<file path="src/design/tdrs_pkg.sv">
`timescale 1ns / 1ps

package tdrs_pkg;

  localparam int SAMPLE_BITS_DEF      = 10;
  localparam int TICK_BITS_DEF        = 16;
  localparam int CHANGE_DEAD_BAND_DEF = 4;
  localparam int RANGE_DIVIDER_DEF    = 20;

  localparam int CFG_BITS       = 15;
  localparam int CFG_INDEX_BITS = 3;
  localparam int CMD_BITS       = 3;
  localparam int PERCENT_BITS   = 7;
  localparam int PERCENT_FULL   = 100;
  localparam int PHASE_BITS     = 5;
  localparam int EVENT_BITS     = 4;
  localparam int WORD_BITS      = 32;

  // relay, idle and lit flags, phase and event ahead of the two levels
  localparam int RES_FIXED_BITS = 3 + PHASE_BITS + EVENT_BITS;

  typedef logic [CFG_BITS-1:0] cfg_word_t;

  typedef enum logic [CMD_BITS-1:0] {
    CMD_TICK      = 3'd0,
    CMD_TOGGLE    = 3'd1,
    CMD_POWER_ON  = 3'd2,
    CMD_POWER_OFF = 3'd3,
    CMD_CALIBRATE = 3'd4,
    CMD_SET_LEVEL = 3'd5,
    CMD_QUIT      = 3'd6
  } cmd_t;

  typedef enum logic [PHASE_BITS-1:0] {
    PH_IDLE, PH_TOG, PH_TOG_FIN,
    PH_ON, PH_ON_PRESS, PH_ON_CHECK,
    PH_OFF, PH_OFF_PRESS, PH_OFF_CHECK,
    PH_CAL, PH_CAL_ACC, PH_CAL_LIM, PH_CAL_REL, PH_CAL_ACC2, PH_CAL_LIM2,
    PH_SET, PH_SET_GETON, PH_SET_ACC, PH_SET_REL, PH_SET_ACC2, PH_SET_SEEK,
    PH_SET_FIN
  } phase_t;

  typedef enum logic [EVENT_BITS-1:0] {
    EV_NONE, EV_TIMEOUT, EV_ALREADY_ON, EV_ALREADY_OFF, EV_NOT_ON, EV_NOT_OFF,
    EV_ON_TARGET, EV_CALIBRATED, EV_FINALIZED, EV_QUIT
  } event_t;

  typedef enum logic [CFG_INDEX_BITS-1:0] {
    CFG_TOGGLE_PRESS   = 3'd0,
    CFG_TOGGLE_GAP     = 3'd1,
    CFG_POWER_ON_WAIT  = 3'd2,
    CFG_POWER_OFF_WAIT = 3'd3,
    CFG_RAMP_START     = 3'd4,
    CFG_TRAVEL_LIMIT   = 3'd5,
    CFG_SEQ_TIMEOUT    = 3'd6,
    CFG_SENSE_INTERVAL = 3'd7
  } cfg_sel_t;

  typedef struct packed {
    cfg_word_t press_ticks;
    cfg_word_t gap_ticks;
    cfg_word_t on_wait_ticks;
    cfg_word_t off_wait_ticks;
    cfg_word_t ramp_start_ticks;
    cfg_word_t travel_limit_ticks;
    cfg_word_t timeout_ticks;
    cfg_word_t sense_interval_ticks;
  } cfg_t;

  localparam cfg_t CFG_RESET = '{
    press_ticks:          15'd2,
    gap_ticks:            15'd2,
    on_wait_ticks:        15'd10,
    off_wait_ticks:       15'd10,
    ramp_start_ticks:     15'd5,
    travel_limit_ticks:   15'd100,
    timeout_ticks:        15'd200,
    sense_interval_ticks: 15'd2
  };

endpackage

</file>
<file path="src/design/tdrs_if.sv">
`timescale 1ns / 1ps

interface tdrs_item_if #(
  parameter int SAMPLE_BITS = tdrs_pkg::SAMPLE_BITS_DEF
);
  logic                              valid;
  logic                              ready;
  logic [tdrs_pkg::CMD_BITS-1:0]     command;
  logic [SAMPLE_BITS-1:0]            light_sample;
  logic [tdrs_pkg::PERCENT_BITS-1:0] level_percent;

  modport source (output valid, command, light_sample, level_percent, input ready);
  modport sink (input valid, command, light_sample, level_percent, output ready);
endinterface

interface tdrs_res_if #(
  parameter int SAMPLE_BITS = tdrs_pkg::SAMPLE_BITS_DEF
);
  logic                            valid;
  logic                            ready;
  logic                            relay_closed;
  logic                            is_idle;
  logic                            lamp_lit;
  logic [tdrs_pkg::PHASE_BITS-1:0] phase;
  logic [tdrs_pkg::EVENT_BITS-1:0] event_res;
  logic [SAMPLE_BITS-1:0]          low_level;
  logic [SAMPLE_BITS-1:0]          high_level;

  modport source (
    output valid, relay_closed, is_idle, lamp_lit, phase, event_res, low_level, high_level,
    input ready
  );
  modport sink (
    input valid, relay_closed, is_idle, lamp_lit, phase, event_res, low_level, high_level,
    output ready
  );
endinterface

</file>
<file path="src/design/touch_dimmer_relay_sequencer_core.sv">
`timescale 1ns / 1ps

// Relay sequencer for a touch dimmer lamp with light sensor feedback.
// item_in carries command items (toggle, power on, power off, calibrate,
// set level, quit) and tick items with one averaged light sample; every
// accepted item yields exactly one item on res_out with the relay drive,
// idle flag, lamp lit flag, phase, event code and the stored levels.
// Timing registers are written through cfg_we / cfg_index / cfg_data. The
// user must write them only while the block is idle; the block itself does
// not enforce this. Press, wait, timeout and sense intervals count ticks.
// Throughput: one item per cycle while the result queue has room; each
// item is a single state update, and the set-level target (percent table
// times range) and the dead band (range times divider reciprocal) each
// take one multiplier. A two-entry result queue sits on the output side:
// with res_out stalled, one more item is still taken, then item_in.ready
// drops until a result leaves. Nothing is lost or repeated under stalls.
// Reset (rst, synchronous): timing registers to their defaults, idle phase,
// relay open, tick counter zero, minimum level zero, maximum level full
// scale, dead band zero, result queue empty.
module touch_dimmer_relay_sequencer_core #(
  parameter int SAMPLE_BITS      = tdrs_pkg::SAMPLE_BITS_DEF,
  parameter int TICK_BITS        = tdrs_pkg::TICK_BITS_DEF,
  parameter int CHANGE_DEAD_BAND = tdrs_pkg::CHANGE_DEAD_BAND_DEF,
  parameter int RANGE_DIVIDER    = tdrs_pkg::RANGE_DIVIDER_DEF
) (
  input  logic                                clk,
  input  logic                                rst,
  input  logic                                cfg_we,
  input  logic [tdrs_pkg::CFG_INDEX_BITS-1:0] cfg_index,
  input  tdrs_pkg::cfg_word_t                 cfg_data,
  tdrs_item_if.sink                           item_in,
  tdrs_res_if.source                          res_out
);

  localparam int RES_BITS   = tdrs_pkg::RES_FIXED_BITS + 2 * SAMPLE_BITS;
  localparam int LOW_LSB    = SAMPLE_BITS;
  localparam int EV_LSB     = 2 * SAMPLE_BITS;
  localparam int PHASE_LSB  = EV_LSB + tdrs_pkg::EVENT_BITS;
  localparam int LIT_BIT    = PHASE_LSB + tdrs_pkg::PHASE_BITS;
  localparam int IDLE_BIT   = LIT_BIT + 1;
  localparam int RELAY_BIT  = IDLE_BIT + 1;

  tdrs_pkg::cfg_t         cfg;
  logic                   accept;
  logic                   can_push;
  logic [SAMPLE_BITS-1:0] target_calc;
  logic [SAMPLE_BITS-1:0] band_calc;
  logic [SAMPLE_BITS-1:0] min_level;
  logic [SAMPLE_BITS-1:0] max_level;
  logic [RES_BITS-1:0]    res_word;
  logic [RES_BITS-1:0]    out_word;

  assign item_in.ready = can_push;
  assign accept        = item_in.valid && can_push;

  tdrs_cfg_regs u_cfg_regs (
    .clk   (clk),
    .rst   (rst),
    .we    (cfg_we),
    .index (cfg_index),
    .data  (cfg_data),
    .cfg   (cfg)
  );

  tdrs_scale #(
    .SAMPLE_BITS   (SAMPLE_BITS),
    .RANGE_DIVIDER (RANGE_DIVIDER)
  ) u_scale (
    .level_percent (item_in.level_percent),
    .min_level     (min_level),
    .max_level     (max_level),
    .target_level  (target_calc),
    .band          (band_calc)
  );

  tdrs_seq #(
    .SAMPLE_BITS      (SAMPLE_BITS),
    .TICK_BITS        (TICK_BITS),
    .CHANGE_DEAD_BAND (CHANGE_DEAD_BAND)
  ) u_seq (
    .clk          (clk),
    .rst          (rst),
    .accept       (accept),
    .command      (item_in.command),
    .light_sample (item_in.light_sample),
    .cfg          (cfg),
    .target_calc  (target_calc),
    .band_calc    (band_calc),
    .min_level    (min_level),
    .max_level    (max_level),
    .res_word     (res_word)
  );

  tdrs_res_queue #(
    .WIDTH (RES_BITS)
  ) u_res_queue (
    .clk       (clk),
    .rst       (rst),
    .push      (accept),
    .push_data (res_word),
    .can_push  (can_push),
    .pop_valid (res_out.valid),
    .pop_ready (res_out.ready),
    .pop_data  (out_word)
  );

  assign res_out.relay_closed = out_word[RELAY_BIT];
  assign res_out.is_idle      = out_word[IDLE_BIT];
  assign res_out.lamp_lit     = out_word[LIT_BIT];
  assign res_out.phase        = out_word[PHASE_LSB +: tdrs_pkg::PHASE_BITS];
  assign res_out.event_res    = out_word[EV_LSB +: tdrs_pkg::EVENT_BITS];
  assign res_out.low_level    = out_word[LOW_LSB +: SAMPLE_BITS];
  assign res_out.high_level   = out_word[0 +: SAMPLE_BITS];

endmodule

</file>
<file path="src/design/tdrs_cfg_regs.sv">
`timescale 1ns / 1ps

module tdrs_cfg_regs (
  input  logic                                clk,
  input  logic                                rst,
  input  logic                                we,
  input  logic [tdrs_pkg::CFG_INDEX_BITS-1:0] index,
  input  tdrs_pkg::cfg_word_t                 data,
  output tdrs_pkg::cfg_t                      cfg
);

  always_ff @(posedge clk) begin
    if (rst) begin
      cfg <= tdrs_pkg::CFG_RESET;
    end else if (we) begin
      case (tdrs_pkg::cfg_sel_t'(index))
        tdrs_pkg::CFG_TOGGLE_PRESS:   cfg.press_ticks          <= data;
        tdrs_pkg::CFG_TOGGLE_GAP:     cfg.gap_ticks            <= data;
        tdrs_pkg::CFG_POWER_ON_WAIT:  cfg.on_wait_ticks        <= data;
        tdrs_pkg::CFG_POWER_OFF_WAIT: cfg.off_wait_ticks       <= data;
        tdrs_pkg::CFG_RAMP_START:     cfg.ramp_start_ticks     <= data;
        tdrs_pkg::CFG_TRAVEL_LIMIT:   cfg.travel_limit_ticks   <= data;
        tdrs_pkg::CFG_SEQ_TIMEOUT:    cfg.timeout_ticks        <= data;
        tdrs_pkg::CFG_SENSE_INTERVAL: cfg.sense_interval_ticks <= data;
        default: ;
      endcase
    end
  end

endmodule

</file>
<file path="src/design/tdrs_scale.sv">
`timescale 1ns / 1ps

module tdrs_scale #(
  parameter int SAMPLE_BITS   = tdrs_pkg::SAMPLE_BITS_DEF,
  parameter int RANGE_DIVIDER = tdrs_pkg::RANGE_DIVIDER_DEF
) (
  input  logic [tdrs_pkg::PERCENT_BITS-1:0] level_percent,
  input  logic [SAMPLE_BITS-1:0]            min_level,
  input  logic [SAMPLE_BITS-1:0]            max_level,
  output logic [SAMPLE_BITS-1:0]            target_level,
  output logic [SAMPLE_BITS-1:0]            band
);

  // percent reciprocal: 2^RN > 100 * largest span keeps the truncated quotient exact
  localparam int RN           = SAMPLE_BITS + tdrs_pkg::PERCENT_BITS;
  localparam int RW           = RN + 1;
  localparam int RECIP_COUNT  = 2 ** tdrs_pkg::PERCENT_BITS;
  localparam int BN           = SAMPLE_BITS + 8;
  localparam int BW           = BN + 1;
  localparam longint BAND_RECIP_VAL = ((longint'(1) << BN) + RANGE_DIVIDER - 1) / RANGE_DIVIDER;
  localparam logic [BW-1:0] BAND_RECIP = BW'(BAND_RECIP_VAL);

  logic [RW-1:0]                 recip [RECIP_COUNT];
  logic signed [SAMPLE_BITS:0]   span;
  logic [SAMPLE_BITS:0]          span_mag;
  logic [SAMPLE_BITS-1:0]        span_abs;
  logic [SAMPLE_BITS+RW-1:0]     pct_prod;
  logic [SAMPLE_BITS:0]          step;
  logic signed [SAMPLE_BITS+1:0] step_signed;
  logic signed [SAMPLE_BITS+2:0] raw_target;
  logic [SAMPLE_BITS+BW-1:0]     band_prod;

  for (genvar g = 0; g < RECIP_COUNT; g++) begin : g_recip
    localparam logic [RW-1:0] R = RW'(((longint'(g) << RN) + tdrs_pkg::PERCENT_FULL - 1)
                                      / tdrs_pkg::PERCENT_FULL);
    assign recip[g] = R;
  end

  always_comb begin
    span        = $signed({1'b0, max_level}) - $signed({1'b0, min_level});
    span_mag    = span[SAMPLE_BITS] ? -span : span;
    span_abs    = span_mag[SAMPLE_BITS-1:0];
    pct_prod    = (SAMPLE_BITS+RW)'(span_abs) * (SAMPLE_BITS+RW)'(recip[level_percent]);
    step        = pct_prod[RN +: SAMPLE_BITS+1];
    // quotient truncates toward zero when the stored range is inverted
    step_signed = span[SAMPLE_BITS] ? -$signed({1'b0, step}) : $signed({1'b0, step});
    raw_target  = $signed({2'b00, min_level}) + (SAMPLE_BITS+3)'(step_signed);
    if (raw_target[SAMPLE_BITS+2]) begin
      target_level = '0;
    end else if (|raw_target[SAMPLE_BITS+1:SAMPLE_BITS]) begin
      target_level = '1;
    end else begin
      target_level = raw_target[SAMPLE_BITS-1:0];
    end
    // range is never inverted right after a full calibration
    band_prod = (SAMPLE_BITS+BW)'(span_abs) * (SAMPLE_BITS+BW)'(BAND_RECIP);
    band      = band_prod[BN +: SAMPLE_BITS];
  end

endmodule

</file>
<file path="src/design/tdrs_seq.sv">
`timescale 1ns / 1ps

module tdrs_seq #(
  parameter int SAMPLE_BITS      = tdrs_pkg::SAMPLE_BITS_DEF,
  parameter int TICK_BITS        = tdrs_pkg::TICK_BITS_DEF,
  parameter int CHANGE_DEAD_BAND = tdrs_pkg::CHANGE_DEAD_BAND_DEF
) (
  input  logic                                   clk,
  input  logic                                   rst,
  input  logic                                   accept,
  input  logic [tdrs_pkg::CMD_BITS-1:0]          command,
  input  logic [SAMPLE_BITS-1:0]                 light_sample,
  input  tdrs_pkg::cfg_t                         cfg,
  input  logic [SAMPLE_BITS-1:0]                 target_calc,
  input  logic [SAMPLE_BITS-1:0]                 band_calc,
  output logic [SAMPLE_BITS-1:0]                 min_level,
  output logic [SAMPLE_BITS-1:0]                 max_level,
  output logic [tdrs_pkg::RES_FIXED_BITS+2*SAMPLE_BITS-1:0] res_word
);

  localparam int CW = (TICK_BITS > tdrs_pkg::CFG_BITS) ? TICK_BITS : tdrs_pkg::CFG_BITS;
  localparam logic [SAMPLE_BITS:0] BAND_LIMIT = (SAMPLE_BITS+1)'(CHANGE_DEAD_BAND);

  tdrs_pkg::phase_t            phase_reg, phase_reg_next;
  logic [TICK_BITS-1:0]        tick_now, tick_now_next;
  logic [TICK_BITS-1:0]        phase_start, phase_start_next;
  logic [TICK_BITS-1:0]        sequence_start, sequence_start_next;
  logic [TICK_BITS-1:0]        sense_start, sense_start_next;
  logic [SAMPLE_BITS-1:0]      prior_sample, prior_sample_next;
  logic signed [SAMPLE_BITS:0] level_change, level_change_next;
  logic [SAMPLE_BITS-1:0]      min_level_next, max_level_next;
  logic [SAMPLE_BITS-1:0]      dead_band;
  logic [SAMPLE_BITS-1:0]      target_level, target_level_next;
  logic                        target_higher, target_higher_next;
  logic                        relay_reg, relay_reg_next;
  logic [SAMPLE_BITS-1:0]      latest, latest_next;
  logic                        band_pending, band_pending_next;
  tdrs_pkg::event_t            ev;

  logic [TICK_BITS-1:0]              now;
  logic [TICK_BITS-1:0]              geton_elapsed;
  logic [tdrs_pkg::WORD_BITS-1:0]    geton_sum;
  logic signed [SAMPLE_BITS:0]       set_gap;
  logic                              heading_up;

  function automatic logic waited(input logic [TICK_BITS-1:0] now_v,
                                  input logic [TICK_BITS-1:0] start_v,
                                  input tdrs_pkg::cfg_word_t  dur);
    logic [TICK_BITS-1:0] elapsed;
    elapsed = now_v - start_v;
    return CW'(elapsed) > CW'(dur);
  endfunction

  function automatic logic [SAMPLE_BITS:0] magnitude(input logic signed [SAMPLE_BITS:0] v);
    return v[SAMPLE_BITS] ? -v : v;
  endfunction

  function automatic logic lit(input logic [SAMPLE_BITS-1:0] sample,
                               input logic [SAMPLE_BITS-1:0] floor_level);
    return sample > (floor_level >> 1);
  endfunction

  always_comb begin
    phase_reg_next      = phase_reg;
    tick_now_next       = tick_now;
    phase_start_next    = phase_start;
    sequence_start_next = sequence_start;
    sense_start_next    = sense_start;
    prior_sample_next   = prior_sample;
    level_change_next   = level_change;
    min_level_next      = min_level;
    max_level_next      = max_level;
    target_level_next   = target_level;
    target_higher_next  = target_higher;
    relay_reg_next      = relay_reg;
    latest_next         = latest;
    band_pending_next   = 1'b0;
    ev                  = tdrs_pkg::EV_NONE;

    now           = TICK_BITS'(tick_now + 1'b1);
    geton_elapsed = now - phase_start;
    geton_sum     = tdrs_pkg::WORD_BITS'(geton_elapsed)
                  + tdrs_pkg::WORD_BITS'(cfg.ramp_start_ticks);
    set_gap       = $signed({1'b0, target_level}) - $signed({1'b0, light_sample});
    heading_up    = light_sample < target_level;

    if (accept) begin
      case (command)
        tdrs_pkg::CMD_TICK: begin
          tick_now_next = now;
          latest_next   = light_sample;
          if (phase_reg != tdrs_pkg::PH_IDLE) begin
            case (phase_reg)
              tdrs_pkg::PH_TOG: begin
                sequence_start_next = now;
                relay_reg_next      = 1'b1;
                phase_start_next    = now;
                phase_reg_next      = tdrs_pkg::PH_TOG_FIN;
              end
              tdrs_pkg::PH_TOG_FIN: begin
                if (waited(now, phase_start, cfg.press_ticks)) begin
                  relay_reg_next = 1'b0;
                  phase_reg_next = tdrs_pkg::PH_IDLE;
                end
              end
              tdrs_pkg::PH_ON: begin
                sequence_start_next = now;
                if (!lit(light_sample, min_level)) begin
                  relay_reg_next   = 1'b1;
                  phase_start_next = now;
                  phase_reg_next   = tdrs_pkg::PH_ON_PRESS;
                end else begin
                  phase_reg_next = tdrs_pkg::PH_IDLE;
                  ev             = tdrs_pkg::EV_ALREADY_ON;
                end
              end
              tdrs_pkg::PH_ON_PRESS: begin
                if (waited(now, phase_start, cfg.press_ticks)) begin
                  relay_reg_next   = 1'b0;
                  phase_start_next = now;
                  phase_reg_next   = tdrs_pkg::PH_ON_CHECK;
                end
              end
              tdrs_pkg::PH_ON_CHECK: begin
                if (waited(now, phase_start, cfg.on_wait_ticks)) begin
                  if (!lit(light_sample, min_level)) ev = tdrs_pkg::EV_NOT_ON;
                  phase_reg_next = tdrs_pkg::PH_IDLE;
                end
              end
              tdrs_pkg::PH_OFF: begin
                sequence_start_next = now;
                if (lit(light_sample, min_level)) begin
                  relay_reg_next   = 1'b1;
                  phase_start_next = now;
                  phase_reg_next   = tdrs_pkg::PH_OFF_PRESS;
                end else begin
                  phase_reg_next = tdrs_pkg::PH_IDLE;
                  ev             = tdrs_pkg::EV_ALREADY_OFF;
                end
              end
              tdrs_pkg::PH_OFF_PRESS: begin
                if (waited(now, phase_start, cfg.press_ticks)) begin
                  relay_reg_next   = 1'b0;
                  phase_start_next = now;
                  phase_reg_next   = tdrs_pkg::PH_OFF_CHECK;
                end
              end
              tdrs_pkg::PH_OFF_CHECK: begin
                if (waited(now, phase_start, cfg.off_wait_ticks)) begin
                  if (lit(light_sample, min_level)) ev = tdrs_pkg::EV_NOT_OFF;
                  phase_reg_next = tdrs_pkg::PH_IDLE;
                end
              end
              tdrs_pkg::PH_CAL: begin
                sequence_start_next = now;
                sense_start_next    = now;
                prior_sample_next   = light_sample;
                relay_reg_next      = 1'b1;
                phase_start_next    = now;
                phase_reg_next      = tdrs_pkg::PH_CAL_ACC;
              end
              tdrs_pkg::PH_CAL_ACC: begin
                if (waited(now, phase_start, cfg.ramp_start_ticks)) begin
                  phase_reg_next = tdrs_pkg::PH_CAL_LIM;
                end
              end
              tdrs_pkg::PH_CAL_LIM: begin
                if (waited(now, phase_start, cfg.travel_limit_ticks)
                    || magnitude(level_change) <= BAND_LIMIT) begin
                  min_level_next   = light_sample;
                  relay_reg_next   = 1'b0;
                  phase_start_next = now;
                  phase_reg_next   = tdrs_pkg::PH_CAL_REL;
                end
              end
              tdrs_pkg::PH_CAL_REL: begin
                if (waited(now, phase_start, cfg.gap_ticks)) begin
                  sequence_start_next = now;
                  relay_reg_next      = 1'b1;
                  phase_start_next    = now;
                  phase_reg_next      = tdrs_pkg::PH_CAL_ACC2;
                end
              end
              tdrs_pkg::PH_CAL_ACC2: begin
                if (waited(now, phase_start, cfg.ramp_start_ticks)) begin
                  phase_reg_next = tdrs_pkg::PH_CAL_LIM2;
                end
              end
              tdrs_pkg::PH_CAL_LIM2: begin
                if (waited(now, phase_start, cfg.travel_limit_ticks)
                    || magnitude(level_change) <= BAND_LIMIT) begin
                  relay_reg_next = 1'b0;
                  if (light_sample < min_level) begin
                    max_level_next = min_level;
                    min_level_next = light_sample;
                  end else begin
                    max_level_next = light_sample;
                  end
                  // dead band is registered in the cycle after, from the stored levels
                  band_pending_next = 1'b1;
                  phase_reg_next    = tdrs_pkg::PH_IDLE;
                  ev                = tdrs_pkg::EV_CALIBRATED;
                end
              end
              tdrs_pkg::PH_SET: begin
                sequence_start_next = now;
                sense_start_next    = now;
                prior_sample_next   = light_sample;
                if (magnitude(set_gap) < {1'b0, dead_band}) begin
                  phase_reg_next = tdrs_pkg::PH_IDLE;
                  ev             = tdrs_pkg::EV_ON_TARGET;
                end else begin
                  relay_reg_next   = 1'b1;
                  phase_start_next = now;
                  phase_reg_next   = lit(light_sample, min_level) ? tdrs_pkg::PH_SET_ACC
                                                                  : tdrs_pkg::PH_SET_GETON;
                end
              end
              tdrs_pkg::PH_SET_GETON: begin
                if (geton_sum > tdrs_pkg::WORD_BITS'(cfg.on_wait_ticks)) begin
                  phase_start_next = now;
                  phase_reg_next   = tdrs_pkg::PH_SET_ACC;
                end
              end
              tdrs_pkg::PH_SET_ACC: begin
                if (waited(now, phase_start, cfg.ramp_start_ticks)) begin
                  target_higher_next = heading_up;
                  if (heading_up == (level_change > 0)) begin
                    phase_reg_next = tdrs_pkg::PH_SET_SEEK;
                  end else begin
                    relay_reg_next   = 1'b0;
                    phase_start_next = now;
                    phase_reg_next   = tdrs_pkg::PH_SET_REL;
                  end
                end
              end
              tdrs_pkg::PH_SET_REL: begin
                if (waited(now, phase_start, cfg.gap_ticks)) begin
                  relay_reg_next   = 1'b1;
                  phase_start_next = now;
                  phase_reg_next   = tdrs_pkg::PH_SET_ACC2;
                end
              end
              tdrs_pkg::PH_SET_ACC2: begin
                if (waited(now, phase_start, cfg.ramp_start_ticks)) begin
                  phase_reg_next = tdrs_pkg::PH_SET_SEEK;
                end
              end
              tdrs_pkg::PH_SET_SEEK: begin
                if (target_higher == (light_sample > target_level)
                    || magnitude(level_change) <= BAND_LIMIT) begin
                  phase_reg_next = tdrs_pkg::PH_SET_FIN;
                end
              end
              tdrs_pkg::PH_SET_FIN: begin
                relay_reg_next = 1'b0;
                phase_reg_next = tdrs_pkg::PH_IDLE;
                ev             = tdrs_pkg::EV_FINALIZED;
              end
              default: begin
                phase_reg_next = tdrs_pkg::PH_IDLE;
              end
            endcase

            // global timeout, then periodic change sensing in the ramp sequences
            if (phase_reg_next != tdrs_pkg::PH_IDLE) begin
              if (waited(now, sequence_start_next, cfg.timeout_ticks)) begin
                phase_reg_next = tdrs_pkg::PH_IDLE;
                ev             = tdrs_pkg::EV_TIMEOUT;
              end else if (phase_reg_next >= tdrs_pkg::PH_CAL
                           && waited(now, sense_start_next, cfg.sense_interval_ticks)) begin
                level_change_next = $signed({1'b0, light_sample})
                                  - $signed({1'b0, prior_sample_next});
                prior_sample_next = light_sample;
                sense_start_next  = now;
              end
            end
          end
        end
        tdrs_pkg::CMD_TOGGLE:    phase_reg_next = tdrs_pkg::PH_TOG;
        tdrs_pkg::CMD_POWER_ON:  phase_reg_next = tdrs_pkg::PH_ON;
        tdrs_pkg::CMD_POWER_OFF: phase_reg_next = tdrs_pkg::PH_OFF;
        tdrs_pkg::CMD_CALIBRATE: phase_reg_next = tdrs_pkg::PH_CAL;
        tdrs_pkg::CMD_SET_LEVEL: begin
          target_level_next = target_calc;
          phase_reg_next    = tdrs_pkg::PH_SET;
        end
        tdrs_pkg::CMD_QUIT: begin
          relay_reg_next = 1'b0;
          phase_reg_next = tdrs_pkg::PH_IDLE;
          ev             = tdrs_pkg::EV_QUIT;
        end
        default: ;
      endcase
    end

    res_word = {relay_reg_next, phase_reg_next == tdrs_pkg::PH_IDLE,
                lit(latest_next, min_level_next), phase_reg_next, ev,
                min_level_next, max_level_next};
  end

  always_ff @(posedge clk) begin
    if (rst) begin
      phase_reg      <= tdrs_pkg::PH_IDLE;
      tick_now       <= '0;
      phase_start    <= '0;
      sequence_start <= '0;
      sense_start    <= '0;
      prior_sample   <= '0;
      level_change   <= '0;
      min_level      <= '0;
      max_level      <= '1;
      dead_band      <= '0;
      target_level   <= '0;
      target_higher  <= 1'b0;
      relay_reg      <= 1'b0;
      latest         <= '0;
      band_pending   <= 1'b0;
    end else begin
      phase_reg      <= phase_reg_next;
      tick_now       <= tick_now_next;
      phase_start    <= phase_start_next;
      sequence_start <= sequence_start_next;
      sense_start    <= sense_start_next;
      prior_sample   <= prior_sample_next;
      level_change   <= level_change_next;
      min_level      <= min_level_next;
      max_level      <= max_level_next;
      target_level   <= target_level_next;
      target_higher  <= target_higher_next;
      relay_reg      <= relay_reg_next;
      latest         <= latest_next;
      band_pending   <= band_pending_next;
      if (band_pending) begin
        dead_band <= band_calc;
      end
    end
  end

`ifndef SYNTHESIS
  a_quit_opens_relay: assert property (@(posedge clk) disable iff (rst)
    (accept && command == tdrs_pkg::CMD_QUIT)
    |=> (!relay_reg && phase_reg == tdrs_pkg::PH_IDLE))
    else $error("quit item left relay closed or sequence running");

  a_tick_advances: assert property (@(posedge clk) disable iff (rst)
    (accept && command == tdrs_pkg::CMD_TICK)
    |=> tick_now == TICK_BITS'($past(tick_now) + 1'b1))
    else $error("tick counter did not advance on a tick item");

  a_tick_holds: assert property (@(posedge clk) disable iff (rst)
    !(accept && command == tdrs_pkg::CMD_TICK) |=> $stable(tick_now))
    else $error("tick counter moved without a tick item");

  a_start_runs: assert property (@(posedge clk) disable iff (rst)
    (accept && (command == tdrs_pkg::CMD_TOGGLE || command == tdrs_pkg::CMD_POWER_ON
                || command == tdrs_pkg::CMD_POWER_OFF || command == tdrs_pkg::CMD_CALIBRATE
                || command == tdrs_pkg::CMD_SET_LEVEL))
    |=> phase_reg != tdrs_pkg::PH_IDLE)
    else $error("sequence command did not start a sequence");

  a_cal_order: assert property (@(posedge clk) disable iff (rst)
    $rose(band_pending) |-> min_level <= max_level)
    else $error("calibration stored an inverted range");
`endif

endmodule

</file>
<file path="src/design/tdrs_res_queue.sv">
`timescale 1ns / 1ps

module tdrs_res_queue #(
  parameter int WIDTH = tdrs_pkg::RES_FIXED_BITS + 2 * tdrs_pkg::SAMPLE_BITS_DEF
) (
  input  logic             clk,
  input  logic             rst,
  input  logic             push,
  input  logic [WIDTH-1:0] push_data,
  output logic             can_push,
  output logic             pop_valid,
  input  logic             pop_ready,
  output logic [WIDTH-1:0] pop_data
);

  localparam int DEPTH      = 2;
  localparam int PTR_BITS   = $clog2(DEPTH);
  localparam int COUNT_BITS = $clog2(DEPTH + 1);

  logic [WIDTH-1:0]      slots [DEPTH];
  logic [PTR_BITS-1:0]   wr_ptr;
  logic [PTR_BITS-1:0]   rd_ptr;
  logic [COUNT_BITS-1:0] count;
  logic                  pop;

  assign can_push  = count != COUNT_BITS'(DEPTH);
  assign pop_valid = count != '0;
  assign pop       = pop_valid && pop_ready;
  assign pop_data  = slots[rd_ptr];

  always_ff @(posedge clk) begin
    if (rst) begin
      wr_ptr <= '0;
      rd_ptr <= '0;
      count  <= '0;
    end else begin
      if (push) begin
        wr_ptr <= (wr_ptr == PTR_BITS'(DEPTH - 1)) ? '0 : wr_ptr + 1'b1;
      end
      if (pop) begin
        rd_ptr <= (rd_ptr == PTR_BITS'(DEPTH - 1)) ? '0 : rd_ptr + 1'b1;
      end
      if (push && !pop) begin
        count <= count + 1'b1;
      end else if (pop && !push) begin
        count <= count - 1'b1;
      end
    end
  end

  always_ff @(posedge clk) begin
    if (push) begin
      slots[wr_ptr] <= push_data;
    end
  end

endmodule
</file>
<file path="src/flat_wrapper.sv">
// flat-port wrapper written by rule: the top's interface ports become plain ports
module touch_dimmer_relay_sequencer_core_flat 
#(
  parameter int SAMPLE_BITS      = tdrs_pkg::SAMPLE_BITS_DEF,
  parameter int TICK_BITS        = tdrs_pkg::TICK_BITS_DEF,
  parameter int CHANGE_DEAD_BAND = tdrs_pkg::CHANGE_DEAD_BAND_DEF,
  parameter int RANGE_DIVIDER    = tdrs_pkg::RANGE_DIVIDER_DEF
)
  (clk, rst, cfg_we, cfg_index, cfg_data, item_in_valid, item_in_command, item_in_light_sample, item_in_level_percent, item_in_ready, res_out_valid, res_out_relay_closed, res_out_is_idle, res_out_lamp_lit, res_out_phase, res_out_event_res, res_out_low_level, res_out_high_level, res_out_ready);
  tdrs_item_if #(.SAMPLE_BITS(SAMPLE_BITS)) item_in_i ();
  tdrs_res_if #(.SAMPLE_BITS(SAMPLE_BITS)) res_out_i ();
  input  logic clk;
  input  logic rst;
  input  logic cfg_we;
  input  logic [tdrs_pkg::CFG_INDEX_BITS-1:0] cfg_index;
  input  tdrs_pkg::cfg_word_t cfg_data;
  input wire logic [$bits(item_in_i.valid)-1:0] item_in_valid;
  input wire logic [$bits(item_in_i.command)-1:0] item_in_command;
  input wire logic [$bits(item_in_i.light_sample)-1:0] item_in_light_sample;
  input wire logic [$bits(item_in_i.level_percent)-1:0] item_in_level_percent;
  output wire logic [$bits(item_in_i.ready)-1:0] item_in_ready;
  output wire logic [$bits(res_out_i.valid)-1:0] res_out_valid;
  output wire logic [$bits(res_out_i.relay_closed)-1:0] res_out_relay_closed;
  output wire logic [$bits(res_out_i.is_idle)-1:0] res_out_is_idle;
  output wire logic [$bits(res_out_i.lamp_lit)-1:0] res_out_lamp_lit;
  output wire logic [$bits(res_out_i.phase)-1:0] res_out_phase;
  output wire logic [$bits(res_out_i.event_res)-1:0] res_out_event_res;
  output wire logic [$bits(res_out_i.low_level)-1:0] res_out_low_level;
  output wire logic [$bits(res_out_i.high_level)-1:0] res_out_high_level;
  input wire logic [$bits(res_out_i.ready)-1:0] res_out_ready;
  assign item_in_i.valid = item_in_valid;
  assign item_in_i.command = item_in_command;
  assign item_in_i.light_sample = item_in_light_sample;
  assign item_in_i.level_percent = item_in_level_percent;
  assign item_in_ready = item_in_i.ready;
  assign res_out_valid = res_out_i.valid;
  assign res_out_relay_closed = res_out_i.relay_closed;
  assign res_out_is_idle = res_out_i.is_idle;
  assign res_out_lamp_lit = res_out_i.lamp_lit;
  assign res_out_phase = res_out_i.phase;
  assign res_out_event_res = res_out_i.event_res;
  assign res_out_low_level = res_out_i.low_level;
  assign res_out_high_level = res_out_i.high_level;
  assign res_out_i.ready = res_out_ready;
  touch_dimmer_relay_sequencer_core #(.SAMPLE_BITS(SAMPLE_BITS), .TICK_BITS(TICK_BITS), .CHANGE_DEAD_BAND(CHANGE_DEAD_BAND), .RANGE_DIVIDER(RANGE_DIVIDER)) u_core (.clk(clk), .rst(rst), .cfg_we(cfg_we), .cfg_index(cfg_index), .cfg_data(cfg_data), .item_in(item_in_i), .res_out(res_out_i));
endmodule
</file>
<file path="config.mk">
export PLATFORM = sky130hd
export DESIGN_NAME = touch_dimmer_relay_sequencer_core_flat
export DESIGN_NICKNAME = d
export VERILOG_FILES = /design/src/design/tdrs_pkg.sv /design/src/design/tdrs_if.sv /design/src/design/touch_dimmer_relay_sequencer_core.sv /design/src/design/tdrs_cfg_regs.sv /design/src/design/tdrs_scale.sv /design/src/design/tdrs_seq.sv /design/src/design/tdrs_res_queue.sv /design/src/flat_wrapper.sv
export SDC_FILE = /design/constraint.sdc
export NUM_CORES = 2
export LEC_CHECK = 0
export BUFFER_PORTS_ARGS = -buffer_cell sky130_fd_sc_hd__buf_2
export CORE_MARGIN = 2
export CORE_UTILIZATION = 25
export CTS_BUF_LIST = sky130_fd_sc_hd__clkbuf_16
export CTS_CLUSTER_SIZE = 14
export DETAILED_ROUTE_END_ITERATION = 10
export SKIP_CTS_REPAIR_TIMING = 1
export SKIP_LAST_GASP = 1
export SYNTH_ARGS = -nofsm -noshare
export SYNTH_HDL_FRONTEND = slang
export SYNTH_SLANG_ARGS = --single-unit
</file>
<file path="constraint.sdc">
create_clock -name clk -period 12.7 [get_ports clk]
set_input_delay 2.54 -clock clk [delete_from_list [all_inputs] [get_ports clk]]
set_output_delay 2.54 -clock clk [all_outputs]
set_load 0.02 [all_outputs]
</file>
; Word level (Yosys, flattened, before mapping)
; Memory sizes are Yosys's and may differ from the RTL's. A register that Yosys moved wholly into a read port is not among the register bits.
; Cells that the tools add are included.
[word_totals]
reg_bits = 263
ram_bits = 64
romBits = 2304
inputBits = 43
output_inout_bits = 34
mem_count = 2
[op_classes]
n_addsub = 17
multipliers = 2
n_lt_le_gt_ge = 19
n_eq_ne = 46
muxes = 116
bitwise = 6
n_reduce_logical = 40
[mem_list]
columns = memory, words, width, read_ports, rd_clocked_by_memory_dff, write_ports, line_no
row1 = (no name shown), 128, 18, 1, 0, 0, tdrs_scale.sv:43  ; pct_prod = (SAMPLE_BITS+RW)'(span_abs) * (SAMPLE_BITS+RW)'(recip[level_percent]);
row2 = u_core.u_res_queue.slots, 2, 32, 1, 1, 1, tdrs_res_queue.sv:20  ; logic [WIDTH-1:0] slots [DEPTH];
[ops]
columns = cell, n
row1 = $mux W16, 20
row2 = $mux W10, 24
row3 = $pmux W16 S9, 1
row4 = $gt A16 B15 Y1, 8
row5 = $mux W5, 23
row6 = $pmux W5 S20, 1
row7 = $sub A16 B16 Y16, 3
row8 = $eq A5 B4 Y1 const B, 8
row9 = $mux W18, 2
row10 = $pmux W5 S7, 1
row11 = $sub A10 B10 Y11, 3
row12 = $pmux W16 S2, 1
row13 = $eq A5 B5 Y1 const B, 6
row14 = $mul A10 B18 Y28, 1
row15 = $pmux W4 S7, 1
row16 = $mux W3, 9
row17 = $mul A10 B12 Y22 const B, 1
row18 = $mux W11, 2
row19 = $neg A11 Y11, 2
row20 = $eq A3 B3 Y1 const B, 7
row21 = $eq A5 B3 Y1 const B, 4
row22 = $gt A10 B9 Y1, 2
row23 = $lt A10 B10 Y1, 2
row24 = $pmux W10 S2, 1
row25 = 47 further kinds, 113

; Logic depth before layout (Yosys ltp)
[depth]
depth_word = 16
depth_mapped = 54
ltp_nobuf = 52

; Modules after synthesis
; Synthesis repeated with hierarchy kept, for this count alone.
[unflattened]
hier_cells = 4071
area_unflattened_um2 = 34192.8
[by_module_without_submodules]
columns = mod, n_inst, cells_each, area_per_inst_um2, seq_area_each_um2
row1 = tdrs_seq, 1, 2048, 15703.8, 2862.7
row2 = tdrs_scale, 1, 1471, 11190.7, 0.0
row3 = tdrs_cfg_regs, 1, 429, 4773.3, 2402.3
row4 = tdrs_res_queue, 1, 122, 2518.7, 2021.9
row5 = touch_dimmer_relay_sequencer_core, 1, 1, 6.3, 0.0

; Worst setup path before layout
; No wires, ideal clock.
[synth_timing]
kind = input -> register
from = in item_in_level_percent[3]
to = reg u_core.u_seq.target_level[2]
arrival_ns = 12.104
t_required_ns = 12.578
setup_slack_ns = 0.474
stages = 42
n_path_buf = 6
path_cell_list = buf_4 buf_2 clkbuf_1 clkbuf_1 clkbuf_1 clkbuf_1 a21oi_1 o41ai_1 nand2_1 fa_1 inv_1 fa_1 fa_1 fa_1 inv_1 fa_1 inv_1 ha_1 [6 not listed] a21oi_1 or2_2 ha_1 nand2_1 o21ai_0 fa_1 a21oi_1 nor2_1 nor2_1 o21bai_1 a21oi_1 o21bai_1 a21oi_1 nor2b_1 o21ai_0 or3b_1 a211oi_1 o21ai_1
[synth_between]
elab_chain_len = 11
[synth_rtl]
columns = element, line_no
row1 = "start, declared", flat_wrapper.sv:20  ; input wire logic [$bits(item_in_i.level_percent)-1:0] item_in_level_percent;
row2 = $not A7 Y8 (implied by the code) (*), tdrs_scale.sv:43
row3 = $mem_v2 Z128 W18 (*), n/a
row4 = $mux W18 (implied by the code) (*) (2 in a row), tdrs_scale.sv:43
row5 = $mul A10 B18 Y28 (*), tdrs_scale.sv:43
row6 = $neg A11 Y12, tdrs_scale.sv:46  ; step_signed = span[SAMPLE_BITS] ? -$signed({1'b0, step}) : $signed({1'b0, step});
row7 = $mux W12 (*), tdrs_scale.sv:46
row8 = $add A11 B12 Y13 (*), tdrs_scale.sv:47  ; raw_target = $signed({2'b00, min_level}) + (SAMPLE_BITS+3)'(step_signed);
row9 = $reduce_or A2 Y1, tdrs_scale.sv:50  ; end else if (|raw_target[SAMPLE_BITS+1:SAMPLE_BITS]) begin
row10 = $mux W10, tdrs_scale.sv:50
row11 = $mux W10 (*), tdrs_scale.sv:48  ; if (raw_target[SAMPLE_BITS+2]) begin
row12 = "end signal, assigned", tdrs_seq.sv:329  ; target_level <= target_level_next;
row13 = "end, declared", tdrs_seq.sv:33  ; logic [SAMPLE_BITS-1:0] target_level, target_level_next;
; Mark *: on every way between the ends. The rest lies on a longest branch, timed or not. The select of a mux whose other input is x is not followed.
; A chain may end at the register's enable or synchronous reset.

; Final worst setup path
[layout_timing]
from = in item_in_level_percent[0]
to = reg u_core.u_seq.target_level[2]
; The elaborated chain is that of the path after synthesis.

==> impl_metrics.env <==
export IMPL_dr_pass1_iters=6
export IMPL_vdd_drop_max_v=0.0005874
export IMPL_fin_crit_ns=11.88
export IMPL_drive_above_1_share=0.08138
export IMPL_arrival_ns=12.39
export IMPL_reg2reg_from="u_core.u_seq.min_level[1]"
export IMPL_area_growth_pct=12.32
export IMPL_async_flop_share=0
export IMPL_synth_area_leaders="dfxtp_1 16%, ha_1 16%, fa_1 9.7%, nand2_1 5.9%, edfxtp_1 5.9%"
export IMPL_clockBufferDepth=3
export IMPL_fp_dieW_um=365.8
export IMPL_antenna_found_initial=7
export IMPL_core_mm2=0.1296
export IMPL_grt_pass1_wl_um=151700
export IMPL_fin_setup_tns_ns=0
export IMPL_crit_fanout=11
export IMPL_ys_ff_latch=328
export IMPL_crit_required_ns=13.20
export IMPL_rows=132
export IMPL_drt_iter0_drc=2035
export IMPL_syn_area_per_cell_um2=8.114
export IMPL_startpoint="item_in_level_percent[0]"
export IMPL_use_met3=0.02400
export IMPL_grt_busiest_layer="met2"
export IMPL_fin_hold_ws_ns=0.4540
export IMPL_clock_sinks=328
export IMPL_grt_pass1_vias=27050
export IMPL_syn_nets=4646
export IMPL_ys_seq_area_frac=0.2202
export IMPL_synth_top_cell_area_share=0.1615
export IMPL_htreeDepth=2
export IMPL_final_cell_mix="516 x nand2_1, 440 x inv_1, 411 x ha_1"
export IMPL_grt_overflow=0
export IMPL_post_route_util=0.2835
export IMPL_use_met1=0.1896
export IMPL_final_nets=4686
export IMPL_max_stage_delay_ns=0.55
export IMPL_postRouteAntennaNets=0
export IMPL_nFillCells=13920
export IMPL_tightest_slew_ns=1.179
export IMPL_wire_per_inst_um=16.27
export IMPL_cts_root_buf="clkbuf_16"
export IMPL_hold_class="register to register"
export IMPL_die_area_mm2=0.1338
export IMPL_drc=0
export IMPL_track_usage=0.1391
export IMPL_fin_crit_sh=0.9357
export IMPL_routed_wl_um=95150
export IMPL_port_buffers=76
export IMPL_slowest_stage="fa_1"
export IMPL_synth_area_mm2=0.03272
export IMPL_via_per_inst=4.783
export IMPL_setup_viol=0
export IMPL_fmax_mhz=84.15
export IMPL_outcome="completed"
export IMPL_hold_start="u_core.u_cfg_regs.cfg[40]"
export IMPL_vias=27970
export IMPL_largest_register="u_core.u_cfg_regs.cfg"
export IMPL_largest_reg_flops=120
export IMPL_power_density_mw_per_mm2=250.6
export IMPL_grt_max_degree=149
export IMPL_finalHoldViolCount=0
export IMPL_final_seq_area_mm2=0.007207
export IMPL_die_height_um=365.8
export IMPL_relSlewSlack=0.2017
export IMPL_ys_flop_type="dfxtp_1"
export IMPL_num_io_pins=77
export IMPL_final_common_cell="nand2_1"
export IMPL_cts_made_buffers=41
export IMPL_drv_slew=0
export IMPL_synth_distinct_cells=97
export IMPL_synth_edff_count=64
export IMPL_synthCells=4033
export IMPL_multi_input_area_mm2=0.02323
export IMPL_floorplan_initialDensity=0.2524
export IMPL_gp_congestion=0.9043
export IMPL_dp_hpwl_um=72140
export IMPL_clk_pin_slew_ns=0.06
export IMPL_grt_setup_unrepaired="no"
export IMPL_synth_warnings=0
export IMPL_worstSkewPairLatency_ns=0.58
export IMPL_cp_end_kind="register"
export IMPL_reg_largest_list="u_core.u_cfg_regs.cfg (120), u_core.u_res_queue.slots (64)"
export IMPL_synth_largest_area_cell="dfxtp_1"
export IMPL_cts_tree="built"
export IMPL_worstSetupStartpointType="input port"
export IMPL_p_leak_nw=15.58
export IMPL_fin_worst_skew_ns=0.03841
export IMPL_grt_util_met2=0.2264
export IMPL_crit_type="input port to register"
export IMPL_max_cap_viol_count=0
cell usage after synthesis, types with 11 or more instances:
cell	instances
nor2b_1	82
buf_1	15
o21bai_1	18
and3_1	17
clkbuf_2	15
edfxtp_1	64
clkbuf_1	131
a21oi_1	321
ha_1	411
xor2_1	63
xnor2_1	71
nor2_1	315
a21boi_0	19
a21o_1	72
mux2_2	40
o211ai_1	32
o21a_1	40
mux2_1	11
or2_2	23
a211oi_1	33
a31oi_1	21
nand2b_1	89
inv_1	433
fa_1	159
nor3_1	46
o31ai_1	13
mux2i_1	113
or3_1	21
o22ai_1	11
dfxtp_1	264
a211o_1	21
a22oi_1	11
and2_1	62
nand2_1	516
o21ai_1	12
nand4_1	31
nand3_1	65
o21ai_0	178
layer usage:
layer | vias to the layer above | share of wire
met2 | 646 | 0.45
met3 | 129 | 0.058
met5 | - | 0.00076
met4 | 12 | 0.022
li1 | 13830 | -
met1 | 13350 | 0.47
metrics by stage:
step                      setup WS, ns  std cells  instance area, um^2  power [W]
after global routing           0.04658       5846                36750    0.01017
after detailed placement        0.1753       5771                35380   0.007980
after global placement          0.3038       5771                35380   0.007949
after floorplan                 0.4742       4033                32720   0.006450
final                           0.8169       5847                36760   0.009210
after CTS                       0.7827       5845                36740   0.009258
kinds of logic after synthesis:
logic type	share of synthesized area
AO/OA/AOI/OAI	0.1720
XOR/XNOR	0.03655
adder cells (fa/ha/maj)	0.2544
buffers and inverters	0.07230
flip-flops	0.2202
multiplexers	0.05487
AND/OR/NAND/NOR	0.1896
worst max-delay path, delay by kind of cell:
kind | cells | cell delay, ns
AO/OA/AOI/OAI | 11 | 1.79
AND/OR/NAND/NOR | 12 | 2.62
XOR/XNOR | 1 | 0.10
multiplexers | 2 | 0.88
buffers and inverters | 8 | 0.82
adder cells (fa/ha/maj) | 8 | 3.60
where the power goes:
| group | total, W | internal, W | switching, W |
|---|---|---|---|
| Clock | 0.00121 | 0.000714 | 0.000499 |
| Combinational | 0.00684 | 0.00283 | 0.00401 |
| Sequential | 0.00116 | 0.00112 | 0.0000346 |
worst paths after layout:
| path | cells after the start | to | slack (ns) |
|---|---|---|---|
| hold / removal | 2 | u_core.u_cfg_regs.cfg[40] | 0.45 |
| setup / recovery | 42 | u_core.u_seq.target_level[2] | 0.82 |
| hold reg to reg | 2 | u_core.u_cfg_regs.cfg[40] | 0.45 |
| setup reg to reg | 45 | u_core.u_seq.target_level[2] | 0.89 |
layout make-up:
type                       count  share of cell area
timing repair buffer         172             0.03087
clock inverter                33            0.009089
sequential                   328              0.1961
inverter                     438             0.04473
clock buffer                  41             0.02791
tap                         1742             0.05930
multi-input combinational   3092              0.6320
antenna                        1          0.00006808
Power figures use the tool's default switching activity.
